[config.mk]
export PLATFORM = sky130hd
export DESIGN_NAME = keypad_pin_entry_controller_top
export DESIGN_NICKNAME = d
export VERILOG_FILES = /design/src/design/kpec_pkg.sv /design/src/design/keypad_pin_entry_controller_top.sv
export SDC_FILE = /design/constraint.sdc
export NUM_CORES = 1
export LEC_CHECK = 0
export BUFFER_PORTS_ARGS = -buffer_cell sky130_fd_sc_hd__buf_4
export CELL_PAD_IN_SITES_DETAIL_PLACEMENT = 1
export CELL_PAD_IN_SITES_GLOBAL_PLACEMENT = 1
export CORE_ASPECT_RATIO = 1.5
export CORE_MARGIN = 2
export CORE_UTILIZATION = 49
export CTS_CLUSTER_DIAMETER = 120
export DETAILED_ROUTE_END_ITERATION = 8
export HOLD_SLACK_MARGIN = 0.08
export PLACE_DENSITY_LB_ADDON = 0.1
export SETUP_SLACK_MARGIN = 0.02
export SYNTH_ARGS = -nofsm -noshare
export SYNTH_HDL_FRONTEND = slang
export SYNTH_SLANG_ARGS = --single-unit
[constraint.sdc]
create_clock -name clk -period 10.29 [get_ports clk]
set_input_delay 0.5145 -clock clk [delete_from_list [all_inputs] [get_ports clk]]
set_output_delay 0.5145 -clock clk [all_outputs]
set_load 0.005 [all_outputs]
[src/design/kpec_pkg.sv]
// ----------------------------------------------------------------------------
// kpec_pkg
// Key codes, event and display codes, and result word layout.
// ----------------------------------------------------------------------------
package kpec_pkg;

  localparam int DIGIT_W     = 4;
  localparam int DIGIT_SLOTS = 16;
  localparam int LEN_W       = 5;
  localparam int IN_TDATA_W  = 8;
  localparam int OUT_TDATA_W = 144;

  typedef logic [DIGIT_W-1:0] key_code_t;

  localparam key_code_t KEY_A    = 4'd10;
  localparam key_code_t KEY_B    = 4'd11;
  localparam key_code_t KEY_C    = 4'd12;
  localparam key_code_t KEY_D    = 4'd13;
  localparam key_code_t KEY_STAR = 4'd14;
  localparam key_code_t KEY_HASH = 4'd15;

  typedef enum logic [2:0] {
    EV_NONE    = 3'd0,
    EV_PIN     = 3'd1,
    EV_NEW_PIN = 3'd2,
    EV_FACE    = 3'd3,
    EV_CARD    = 3'd4
  } event_kind_t;

  typedef enum logic [1:0] {
    DISP_KEYPAD = 2'd0,
    DISP_UPDATE = 2'd1,
    DISP_FACE   = 2'd2,
    DISP_CARD   = 2'd3
  } display_mode_t;

  // first member is the MSB: matches out_tdata field order
  typedef struct packed {
    logic [DIGIT_SLOTS*DIGIT_W-1:0] display_digits;
    logic [LEN_W-1:0]               display_length;
    display_mode_t                  display_mode;
    logic                           display_valid;
    logic [DIGIT_SLOTS*DIGIT_W-1:0] event_digits;
    logic [LEN_W-1:0]               event_length;
    event_kind_t                    event_kind;
  } result_t;

  // rows 123A, 456B, 789C, *0#D
  function automatic key_code_t key_code(input logic [3:0] pos);
    key_code_t code;
    case (pos)
      4'd0:    code = 4'd1;
      4'd1:    code = 4'd2;
      4'd2:    code = 4'd3;
      4'd3:    code = KEY_A;
      4'd4:    code = 4'd4;
      4'd5:    code = 4'd5;
      4'd6:    code = 4'd6;
      4'd7:    code = KEY_B;
      4'd8:    code = 4'd7;
      4'd9:    code = 4'd8;
      4'd10:   code = 4'd9;
      4'd11:   code = KEY_C;
      4'd12:   code = KEY_STAR;
      4'd13:   code = 4'd0;
      4'd14:   code = KEY_HASH;
      default: code = KEY_D;
    endcase
    return code;
  endfunction

endpackage

[src/design/keypad_pin_entry_controller_top.sv]
// ----------------------------------------------------------------------------
// keypad_pin_entry_controller_top
// PIN entry from a 4x4 keypad: digit buffer, submit, delete, clear,
// PIN update and face/card registration requests.
// ----------------------------------------------------------------------------
// Channel | Dir | Word
// in_     | in  | key position, door level, registration-mode update
// out_    | out | event (kind, length, digits) and display refresh
//
// One word per cycle while in_tready is high; each result is registered.
// Key decode, buffer update and packing sit between the input port and the
// output register; a skid register holds a second result under stall.
// in_tready is registered, is cleared by reset and otherwise drops only while the skid register is full.
// Synchronous active-low reset empties the buffer and clears all modes.
module keypad_pin_entry_controller_top #(
  parameter int MAX_DIGITS = 16
) (
  input  logic                             clk,
  input  logic                             rst_n,
  input  logic                             in_tvalid,
  output logic                             in_tready,
  // [3:0] key_position, [4] door_open, [5] mode_update_valid,
  // [6] mode_update_value, [7] zero
  input  logic [kpec_pkg::IN_TDATA_W-1:0]  in_tdata,
  output logic                             out_tvalid,
  input  logic                             out_tready,
  // [2:0] event_kind, [7:3] event_length, [71:8] event_digits,
  // [72] display_valid, [74:73] display_mode, [79:75] display_length,
  // [143:80] display_digits
  output logic [kpec_pkg::OUT_TDATA_W-1:0] out_tdata
);
  import kpec_pkg::*;

  localparam int CNT_W = $clog2(MAX_DIGITS + 1);
  localparam int IDX_W = (MAX_DIGITS > 1) ? $clog2(MAX_DIGITS) : 1;

  logic [DIGIT_W-1:0] store_r [MAX_DIGITS];
  logic [CNT_W-1:0]   count_r, count_nxt;
  logic               upd_r, upd_nxt;
  logic               regm_r, regm_nxt;
  logic               regk_r, regk_nxt;
  logic               store_we;

  result_t res;
  result_t out_r, skid_r;
  logic    out_valid_r, skid_valid_r;
  logic    accept, pop;

  key_code_t key;
  logic      door, regm_eff;

  assign accept = in_tvalid && in_tready;
  assign pop    = out_valid_r && out_tready;
  assign key    = key_code(in_tdata[3:0]);
  assign door   = in_tdata[4];
  assign regm_eff = in_tdata[5] ? in_tdata[6] : regm_r;

  always_comb begin
    count_nxt = count_r;
    upd_nxt   = upd_r;
    regm_nxt  = regm_eff;
    regk_nxt  = regk_r;
    store_we  = 1'b0;
    res       = '0;
    if (regm_eff) begin
      if (key == KEY_STAR) begin
        regm_nxt = 1'b0;
      end
    end else begin
      case (key)
        KEY_STAR: begin
          count_nxt = '0;
        end
        KEY_HASH: begin
          res.event_kind   = upd_r ? EV_NEW_PIN : EV_PIN;
          res.event_length = LEN_W'(count_r);
          for (int i = 0; i < MAX_DIGITS; i++) begin
            if (CNT_W'(i) < count_r) begin
              res.event_digits[DIGIT_W*i +: DIGIT_W] = store_r[i];
            end
          end
          upd_nxt   = 1'b0;
          count_nxt = '0;
        end
        KEY_A: begin
          if (door) begin
            upd_nxt   = 1'b1;
            count_nxt = '0;
          end
        end
        KEY_B: begin
          if (door) begin
            res.event_kind = EV_FACE;
            regm_nxt  = 1'b1;
            regk_nxt  = 1'b0;
            count_nxt = '0;
          end
        end
        KEY_C: begin
          if (door) begin
            res.event_kind = EV_CARD;
            regm_nxt  = 1'b1;
            regk_nxt  = 1'b1;
            count_nxt = '0;
          end
        end
        KEY_D: begin
          if (count_r != '0) begin
            count_nxt = count_r - 1'b1;
          end
        end
        default: begin
          if (count_r < CNT_W'(MAX_DIGITS)) begin
            store_we  = 1'b1;
            count_nxt = count_r + 1'b1;
          end
        end
      endcase
      res.display_valid  = 1'b1;
      if (regm_nxt) begin
        res.display_mode = regk_nxt ? DISP_CARD : DISP_FACE;
      end else if (upd_nxt) begin
        res.display_mode = DISP_UPDATE;
      end else begin
        res.display_mode = DISP_KEYPAD;
      end
      res.display_length = LEN_W'(count_nxt);
      for (int i = 0; i < MAX_DIGITS; i++) begin
        if (CNT_W'(i) < count_nxt) begin
          if (store_we && (CNT_W'(i) == count_r)) begin
            res.display_digits[DIGIT_W*i +: DIGIT_W] = key;
          end else begin
            res.display_digits[DIGIT_W*i +: DIGIT_W] = store_r[i];
          end
        end
      end
    end
  end

  always_ff @(posedge clk) begin
    if (accept && store_we) begin
      store_r[count_r[IDX_W-1:0]] <= key;
    end
  end

  always_ff @(posedge clk) begin
    if (!rst_n) begin
      count_r <= '0;
      upd_r   <= 1'b0;
      regm_r  <= 1'b0;
      regk_r  <= 1'b0;
    end else if (accept) begin
      count_r <= count_nxt;
      upd_r   <= upd_nxt;
      regm_r  <= regm_nxt;
      regk_r  <= regk_nxt;
    end
  end

  // output register plus skid register
  always_ff @(posedge clk) begin
    if (!rst_n) begin
      out_valid_r  <= 1'b0;
      skid_valid_r <= 1'b0;
      in_tready    <= 1'b0;
    end else begin
      in_tready <= 1'b1;
      if (skid_valid_r) begin
        if (pop) begin
          out_r        <= skid_r;
          skid_valid_r <= 1'b0;
        end else begin
          in_tready <= 1'b0;
        end
      end else if (accept) begin
        if (!out_valid_r || pop) begin
          out_r       <= res;
          out_valid_r <= 1'b1;
        end else begin
          skid_r       <= res;
          skid_valid_r <= 1'b1;
          in_tready    <= 1'b0;
        end
      end else if (pop) begin
        out_valid_r <= 1'b0;
      end
    end
  end

  assign out_tvalid = out_valid_r;
  assign out_tdata  = out_r;

endmodule

# == After elaboration in Yosys (flattened, before gate mapping) ==
# Memories as Yosys holds them, arrays and structs flattened.
# Index checks and enable logic that the tools add are counted.
# totals
reg_bits,299
latchBits,0
input_bits,12
mem_bits_ro,64
ramBits,64
output_inout_bits,146
n_memories,2
wordCells,214
# classes
eq_ne,23
n_addsub,2
multipliers,0
n_bitwise,3
shift,0
muxes,96
n_reduce_logical,34
magnitude_cmp,33
n_div,0
# memory_table
name,depth,word_bits,read_ports,rd_clocked_by_memory_dff,write_ports,line_no,text
(name not given),16,4,1,0,0,kpec_pkg.sv:51,case (pos)
store_r,16,4,16,0,1,keypad_pin_entry_controller_top.sv:37,logic [DIGIT_W-1:0] store_r [MAX_DIGITS];
# op_table
cell,n
$mux 144,5
$mux 4,48
$lt 4x5->1 const A,16
$mux 69,1
$eq 4x5->1 const A,8
$lt 3x5->1 const A,8
$mux 1,30
$eq 4x4->1 const B,6
$eq 3x5->1 const A,4
$lt 1x5->1 const A,4
$lt 2x5->1 const A,4
$mux 5,4
$logic_and 1x1->1,19
$pmux 5 s3,1
$eq 2x5->1 const A,2
$pmux 3 s3,1
$reduce_and 4->1,2
$mux 2,3
$reduce_bool 2->1,3
$reduce_or 6->1,1
$add 5x1->5 const B,1
$eq 1x5->1 const A,1
$logic_not 5->1,1
$lt 5x5->1 const B,1
12 further kinds,17

# == Longest topological paths before layout ==
# Gate-level depths: netlist of run 1.
# An unclocked memory read counts as a cell.
# logic_depth
word_depth,12
mapped_depth,13
ltp_nobuf,12

# == Worst setup path after synthesis of run 1 ==
# No wires, ideal clock.
# synth_path
path_type,reg2reg
start,register skid_valid_r
end,register out_r (netlist bit out_tdata[0]) (enable)
n_path_buf,2
synth_period_minus_slack_ps,7600
path_stages_with_launch,5
setup_slack_ps,2690
required_time_ps,9641
setup_time_ps,649
arrival_ps,6951
path_cell_list,dfxtp_1 > clkbuf_1 > clkbuf_1 > a21oi_1 > nor2_1
# synth_via
elab_chain_len,2
elab_cells_between_ends,4
cone_classes,1 x eq/ne; 3 x reduce/logical
# synth_rtl
element,line_no,text
"start, declared",keypad_pin_entry_controller_top.sv:46,"logic out_valid_r, skid_valid_r;"
"start signal, assigned",keypad_pin_entry_controller_top.sv:164,skid_valid_r <= 1'b0;
"start signal, assigned",keypad_pin_entry_controller_top.sv:171,skid_valid_r <= 1'b0;
"start signal, assigned",keypad_pin_entry_controller_top.sv:181,skid_valid_r <= 1'b1;
$ne 2x1->1 (no line) / $reduce_bool 2->1 (equally long branches),-,
$reduce_and 4->1 (no line) (*),-,
"end signal, assigned",keypad_pin_entry_controller_top.sv:170,out_r <= skid_r;
"end signal, assigned",keypad_pin_entry_controller_top.sv:177,out_r <= res;
"end, declared",keypad_pin_entry_controller_top.sv:45,"result_t out_r, skid_r;"
# Every way passes the cells marked *; elsewhere a longest branch is shown, timed or not.
# A chain may end at the register's enable or synchronous reset.

# == Final worst setup path of run 1 ==
# layout_path
start,register count_r[1]
end,"register out_r (netlist bit out_tdata[120]), data pin"
# layout_via
elab_chain_len,11
elab_cells_between_ends,21
cone_classes,2 x add/sub; 2 x order compare; 1 x eq/ne; 14 x mux; 2 x reduce/logical
# layout_rtl
element,line_no,text
"start, declared",keypad_pin_entry_controller_top.sv:38,"logic [CNT_W-1:0] count_r, count_nxt;"
"start signal, assigned",keypad_pin_entry_controller_top.sv:153,count_r <= count_nxt;
branches (longest 6 deep; another with $add 5x1->5),-,
$mux 4 (*),keypad_pin_entry_controller_top.sv:129,if (CNT_W'(i) < count_nxt) begin
$mux 144 (*),keypad_pin_entry_controller_top.sv:65,if (regm_eff) begin
$mux 144 (*),keypad_pin_entry_controller_top.sv:176,if (!out_valid_r || pop) begin
$mux 144 (*),keypad_pin_entry_controller_top.sv:175,end else if (accept) begin
$mux 144 (*),keypad_pin_entry_controller_top.sv:168,if (skid_valid_r) begin
# Every way passes the cells marked *. The select of a mux whose other input is x is not followed.

==> results of run 1 <==
[per-layer routing]
metal,vias to the layer above,track usage,routed length (um)
li1,4525,-,-
met1,4942,0.315,15900
met2,275,0.427,20800
met3,62,0.0344,1700
met4,0,0.0863,1200
met5,-,0,0
[layout make-up]
type                            count  share of cell area
Tap cell                          405              0.0280
Clock inverter                     23              0.0140
Inverter                           19             0.00394
Clock buffer                       38              0.0478
Multi-Input combinational cell    687               0.240
Timing Repair Buffer              170              0.0705
Sequential cell                   362               0.595
[worst register-to-register path: stages, from the launching register on]
cell and delay, ns:
dfxtp_1 0.73, inv_1 0.36, ha_1 0.33, nand2b_1 0.28, nor2_1 0.17, xnor2_1 0.16
a32o_1 0.22, mux2i_1 0.69, o211ai_1 0.32, a31oi_1 0.59, o21ai_0 0.24
[logic make-up after synthesis]
family / Yosys count / synth area share
buffers and inverters: 73 / 0.0184
xor gates and xnor gates: 2 / 0.00114
muxes: 98 / 0.0713
AOI/OAI and AO/OA: 187 / 0.0802
DFF: 362 / 0.700
adders and majority gates: 11 / 0.00895
and+or+nand+nor: 389 / 0.120
[layout by cell type, fill, tap and decap left out, types with 14 or more instances in the layout]
cell and count:
clkbuf_16 34, nor3_1 60, nand2_1 113, buf_4 170, and2_1 64, a21oi_1 49
mux2i_1 24, inv_1 14, o21ai_0 43, o31ai_1 37, mux2_2 72, nor2_1 92
edfxtp_1 352
[final timing paths]
check	end	slack [ns]	cells after the start
worst max-delay path	out_tdata[120]	5.89	10
worst max register to register	out_tdata[120]	5.89	10
worst min-delay path	count_r[1]	0.28	2
worst min register to register	out_tdata[129]	0.53	2
[state kept, by name (all words and copies together), names as in the netlist]
register	flops
out_tdata	144
skid_r	144
store_r	64
count_r	5
in_tready	1
out_tvalid	1
regm_r	1
skid_valid_r	1
upd_r	1
[per-stage QoR]
| stage | worst slack [ns] | hold slack [ns] | power [uW] | util | area [um^2] |
|---|---|---|---|---|---|
| after floorplan | 2.69 | 0.475 | 1830 | - | 15400 |
| after global placement | 5.51 | 0.505 | 1930 | 0.549 | 17000 |
| after detailed placement | 5.36 | 0.515 | 1940 | 0.549 | 17000 |
| after CTS | 5.92 | 0.266 | 3210 | 0.585 | 18100 |
| after global routing | 5.69 | 0.281 | 3290 | 0.585 | 18100 |
| final | 5.89 | 0.281 | 3190 | 0.585 | 18100 |
[power by group]
| group | total, uW | internal [uW] | leakage, uW | switching (uW) |
|---|---|---|---|---|
| Combinational | 248 | 73.8 | 0.00246 | 174 |
| Clock | 1290 | 737 | 0.000553 | 548 |
| Sequential | 1660 | 1640 | 0.00323 | 13.7 |
==> results.toml, run 1 <==
[status]
outcome = "complete, no violations"

[global_routing]
grt_usage = 0.246
grt_overflow = 0
antenna_found_initial = 0
grt_max_degree = 85
grt_pass1_vias = 10388
grt_pass1_wl_um = 61700

[cts]
cts_tree = "done"
cts_max_path_buffers = 3
cts_setup_buffers = 0
cts-buffers-inserted = 34
htree_levels = 2
cts_sinks = 362
cts_root_buf = "clkbuf_16"
holdBufCountCts = 0
clk_latency_ns = 0.54
path_clk_slew_ns = 0.07
cts_resized = 0

[timing]
final_max_slew_viol_count = 0
relSlewSlack = 0.240
setup-violations-final = 0
fin_worst_skew_ns = 0.0296
worst_slew_pin_slew_ns = 1.14
grt_setup_unrepaired = "false"
max_freq_mhz = 227
hold_violations = 0
period_share = 0.428
setup-tns-final_ns = 0
fin_crit_ns = 4.40

[critical_path]
cp_slowest_stage_delay_ns = 0.73
crit_buf_inv = 1
worstSetupStartpoint = "count_r[1]"
timing.rr.start = "count_r[1]"
crit_type = "flop to flop"
crit_family = "compound AO/OA/AOI/OAI gates"
cpMaxStageDelayCell = "dfxtp_1"
endpoint_kind = "flop"
cp_max_fo = 16
cp_cell_sequence = "inv_1 -> ha_1 -> nand2b_1 -> nor2_1 -> xnor2_1 -> a32o_1 -> mux2i_1 -> o211ai_1 -> a31oi_1 -> o21ai_0"
worstSetupStartpointType = "flop"
critPathRequiredTime_ns = 10.53
arrival_ns = 4.64

[yosys]
synthesis.instances = 1122
synthArstFlopShare = 0
synth.most_common_cell = "edfxtp_1"
yosysTopAreaCell = "edfxtp_1"
syn_avg_cell_area_um2 = 13.7
yosysWarnings = 0
synth_seq_cells = 362
syn_nets = 1145
ys_types = 59
ys_seq_area_frac = 0.700
synth_area_leaders = "edfxtp_1, mux2_2, nand2_1"
synth_edf_count = 352
synth_common_cells = "edfxtp_1, nand2_1, nor2_1"
yosysTopAreaCellShare = 0.687
netlist_area_um2 = 15400
ys.flop_type = "edfxtp_1"

[floorplanning]
placement_rows = 79
ios = 158
die_h_um = 221
die_area_um2 = 32800
initial_core_util = 0.497
chipWidth_um = 149
core_um2 = 30900

[route]
ant_nets = 0
wl_per_cell_um = 23.3
firstDrtPassIters = 5
vias = 9804
route.detailed.drc = 0
vias_per_cell = 5.75
first_iter_violations = 681
wirelength_um = 39700

[worst_hold_path]
hold_class = "input pin to flop"
hp-start = "rst_n"

[power]
irDropWorstVdd_uv = 123
powerDensity_nw_per_um2 = 176
power.leakage_uw = 0.00624

[finish]
area_growth_pct = 17.7
final_cells = 1704
antennaDiodeCount = 0
fillerInstances = 3032
nets = 1297
drive_gt1_frac = 0.241
seq_area_um2 = 10800
multi_input_area_um2 = 4350

[run]
max-cap-violations = 0

[placement]
dp_cells = 1643
portBuffers = 156
gp_congestion = 0.892
hpwlAfterDp_um = 25400
Power figures use the tool's default switching activity.
==> inputs of run 2 (changes only) <==
Clock period 10.29 ns to 4.6 ns, I/O delays scaled along.
==> results.toml, run 2 (same netlist as run 1, synthesis figures left out) <==
[timing]
relSlewSlack = 0.359
max_freq_mhz = 293
grt_setup_unrepaired = "false"
fin_crit_ns = 3.42
final_max_slew_viol_count = 0
setup-tns-final_ns = 0
worst_slew_pin_slew_ns = 0.959
fin_worst_skew_ns = 0.0146
period_share = 0.743
hold_violations = 0
setup-violations-final = 0

[floorplanning]
die_area_um2 = 32800
initial_core_util = 0.497
ios = 158
die_h_um = 221
core_um2 = 30900
placement_rows = 79
chipWidth_um = 149

[critical_path]
reg2reg_depth = 11
timing.rr.start = "count_r[0]"
arrival_ns = 3.72
worstReg2RegEnd = "out_tdata[112]"
critPathRequiredTime_ns = 4.90
worstSetupStartpoint = "in_tdata[1]"
worstSetupEndpoint = "out_tdata[132]"
crit_type = "input pin to flop"
endpoint_kind = "flop"
r2r_slack_ns = 1.23
cp_max_fo = 21
worstSetupStartpointType = "input pin"

[worst_hold_path]
hold_class = "input pin to flop"

[global_routing]
grt_pass1_vias = 10584
grt_max_degree = 98
antenna_found_initial = 0
grt_pass1_wl_um = 63700
grt_usage = 0.256
grt_overflow = 0

[finish]
antennaDiodeCount = 0
utilization = 0.596
area_growth_pct = 19.9
nets = 1324
final_common_cell = "edfxtp_1"
drive_gt1_frac = 0.255
final_cell_mix = "edfxtp_1, buf_4, nand2_1"

[power]
powerDensity_nw_per_um2 = 399
power.leakage_uw = 0.00642
irDropWorstVdd_uv = 235
total_power_uw = 7360

[cts]
path_clk_slew_ns = 0.07
cts_root_buf = "clkbuf_16"
cts_resized = 0
htree_levels = 2
cts-buffers-inserted = 34
clk_latency_ns = 0.53
cts_max_path_buffers = 3
cts_tree = "done"
cts_sinks = 362

[run]
max-cap-violations = 0

[route]
ant_nets = 0
vias = 9991
wl_per_cell_um = 23.8
firstDrtPassIters = 5
route.detailed.drc = 0
first_iter_violations = 746
vias_per_cell = 5.77
wirelength_um = 41300

[placement]
hpwlAfterDp_um = 27500
gp_congestion = 0.896
portBuffers = 156

[status]
outcome = "complete, no violations"
==> run 2: changes by cell type in the layout (fill, tap and decap cells not counted), moves of 2 or more <==
cell           before  now
buf_12              0    3
buf_4             170  191
clkbuf_16          34   37
clkbuf_8            0    3
clkinv_1            8    6
clkinv_2            7    3
dlygate4sd3_1       0    3
inv_6               2    0
==> run 2: worst min-delay path by stage <==
stage	from	endpoint	slack (ns)	depth (start not counted)
5_1_grt	in_tvalid	in_tready	0.20	4
3_3_place_gp	skid_r[131]	out_tdata[131]	0.50	2
3_5_place_dp	skid_r[128]	out_tdata[128]	0.52	2
2_1_floorplan	rst_n	upd_r	0.40	1
4_1_cts	in_tvalid	in_tready	0.12	4
6_report	in_tvalid	in_tready	0.14	4
==> run 2: final cells by class <==
cell class | count | area [um^2]
inverter | 19 | 71.3
tap | 405 | 507
clock inverter | 16 | 230
fill | 2977 | 12500
timing repair buffer | 197 | 1520
sequential | 362 | 10800
multi-input combinational | 687 | 4340
clock buffer | 45 | 986
==> run 2: timing repair <==
item                                    4_1_cts  5_1_grt
hold endpoints to repair                     10        0
hold buffers                                  3        0
buffers inserted                              0        0
endpoints found under the setup margin        0        0
==> run 2: critical path: stages <==
cell     delay, ns
buf_4         0.12
inv_1         0.15
ha_1          0.26
nor3b_1       0.22
a21oi_2       0.06
buf_4         0.20
inv_2         0.33
nand4_1       0.29
nor3_1        0.26
nor3_1        0.13
nor2_1        0.63
a21oi_1       0.14
buf_4         0.26
o41ai_1       0.41
==> run 2: power breakdown <==
part	switching [uW]	total, uW	internal, uW	leakage (uW)
Sequential	24.2	3700	3680	0.00323
Combinational	405	596	190	0.00260
Clock	1210	3060	1850	0.000592
Total	1640	7360	5720	0.00642
==> run 2: routing by layer <==
layer | up-vias | GRT usage | part of all wire
met5 | - | 0 | 0
met2 | 285 | 0.446 | 0.53
met3 | 77 | 0.0404 | 0.047
met1 | 5046 | 0.321 | 0.39
met4 | 0 | 0.0971 | 0.034
li1 | 4583 | - | -
==> run 2: metrics by stage <==
| step | cell area [um^2] | hold slack, ns | setup slack [ns] | std cells |
|---|---|---|---|---|
| 4_1_cts | 18400 | 0.117 | 1.22 | 1731 |
| 3_5_place_dp | 17200 | 0.518 | 0.717 | 1667 |
| 6_report | 18400 | 0.135 | 1.18 | 1731 |
| 2_1_floorplan | 15400 | 0.395 | 1.03 | 1122 |
| 5_1_grt | 18400 | 0.197 | 0.903 | 1731 |
| 3_3_place_gp | 17200 | 0.498 | 0.877 | 1667 |
==> inputs of run 3 (changes only) <==
Clock period 4.6 ns to 3.3 ns, I/O delays scaled along.
==> results.toml, run 3 (same netlist as run 1, synthesis figures left out) <==
[power]
swShare = 0.228
powerDensity_nw_per_um2 = 533
pwr-share-seq = 0.519
p_clk_frac = 0.391
power_frac_comb = 0.090
p_sw_uw = 2270
irDropWorstVdd_uv = 455
power.leakage_uw = 0.00656
p_int_uw = 7670

[timing]
setup-violations-final = 0
setup_slack_ns = 0.409
worst_slew_pin_slew_ns = 1.10
period_share = 0.876
hold_violations = 0
max_freq_mhz = 346
relSlewSlack = 0.268
setup-tns-final_ns = 0
hold_slack_ns = 0.158
final_max_slew_viol_count = 0
fin_crit_ns = 2.89
grt_setup_unrepaired = "false"
fin_worst_skew_ns = 0.0170

[critical_path]
worstSetupStartpoint = "in_tdata[1]"
crit_type = "input pin to flop"
cpMaxStageDelayCell = "nor4_1"
cp_cell_sequence = "buf_4 -> inv_1 -> ha_1 -> nor3b_1 -> a21oi_2 -> buf_12 -> nor4_1 -> a32oi_1 -> o21a_1 -> nor2_1 -> a21oi_1 -> buf_12 -> o41ai_1"
cpMostUsedCell = "buf_12"
endpoint_kind = "flop"
worstSetupStartpointType = "input pin"
cp_max_fo = 20
timing.rr.start = "count_r[4]"
cp_slowest_stage_delay_ns = 0.56
arrival_ns = 3.20
critPathRequiredTime_ns = 3.61

[floorplanning]
chipWidth_um = 149
ios = 158
placement_rows = 79
die_h_um = 221
initial_core_util = 0.497
core_um2 = 30900
die_area_um2 = 32800

[cts]
cts-buffers-inserted = 34
path_clk_slew_ns = 0.06
clk_latency_ns = 0.53
cts_root_buf = "clkbuf_16"
cts_sinks = 362
cts_tree = "done"
htree_levels = 2
cts_max_path_buffers = 3

[placement]
gp_congestion = 0.894
hpwlAfterDp_um = 28400
preCtsSetupSlack_ns = -0.0615
placed_area_um2 = 17500
portBuffers = 156
dp_cells = 1708

[finish]
antennaDiodeCount = 0
area_growth_pct = 21.2
drive_gt1_frac = 0.273
final_cell_mix = "edfxtp_1, buf_4, nand2_1"
final_common_cell = "edfxtp_1"
final_cells = 1769
nets = 1366
final_area_um2 = 18600
fillerInstances = 3016

[route]
first_iter_violations = 588
wl_met1_um = 16700
dr_wl_met2_um = 21900
wl_per_cell_um = 23.7
topRoutingLayerUsed = "met4"
vias = 10240
vias_per_cell = 5.79
ant_nets = 0
route.detailed.drc = 0
wirelength_um = 42000
wl_met3_um = 1650
firstDrtPassIters = 6

[worst_hold_path]
hp-start = "in_tdata[4]"
hold_class = "input pin to flop"

[run]
max-cap-violations = 0

[global_routing]
grt_overflow = 0
grt_pass1_vias = 10702
grt_usage = 0.258
grt_max_degree = 73
grt_pass1_wl_um = 63900
antenna_found_initial = 0

[status]
outcome = "complete, no violations"
## run 3: worst paths after layout
kind | end | cells after the start | slack [ns]
max | out_tdata[131] | 13 | 0.41
min | skid_r[74] | 3 | 0.16
max reg2reg | out_tdata[100] | 9 | 0.59
min reg2reg | out_tdata[130] | 2 | 0.52
## run 3: power by group through the flow
stage / Combinational [uW] / Sequential [uW] / Clock [uW]
2_1_floorplan: 440 / 5260 / 0
3_3_place_gp: 860 / 5260 / 0
3_5_place_dp: 883 / 5260 / 0
4_1_cts: 893 / 5160 / 3960
5_1_grt: 957 / 5170 / 4110
6_report: 894 / 5160 / 3880
## run 3: layer usage
| layer | vias up | track usage |
|---|---|---|
| li1 | 4653 | - |
| met1 | 5209 | 0.322 |
| met2 | 282 | 0.452 |
| met3 | 96 | 0.0344 |
| met4 | 0 | 0.106 |
| met5 | - | 0 |
## run 3: worst max-delay path, delay by kind of cell
family | cells | cell delay, ns
AOI/OAI and AO/OA | 5 | 1.09
and+or+nand+nor | 3 | 1.01
buffers and inverters | 4 | 0.66
adders and majority gates | 1 | 0.26
## run 3: through the flow
step / total power, uW / utilization
6_report: 9940 / 0.602
5_1_grt: 10200 / 0.602
4_1_cts: 10000 / 0.602
3_5_place_dp: 6140 / 0.566
3_3_place_gp: 6120 / 0.566
2_1_floorplan: 5700 / -
## run 3: layout make-up
class                      instances  area (um^2)  area share
tap                              405          507      0.0272
clock buffer                      46          937      0.0503
inverter                          19         71.3     0.00383
multi-input combinational        687         4340       0.233
sequential                       362        10800       0.578
timing repair buffer             239         1880       0.101
clock inverter                    11          133     0.00712
## run 3: timing repair
action / in CTS / in global routing
resized for setup: 0 / 0
endpoints found under the hold margin: 10 / 0
hold buffers: 4 / 0
buffers inserted: 0 / 0
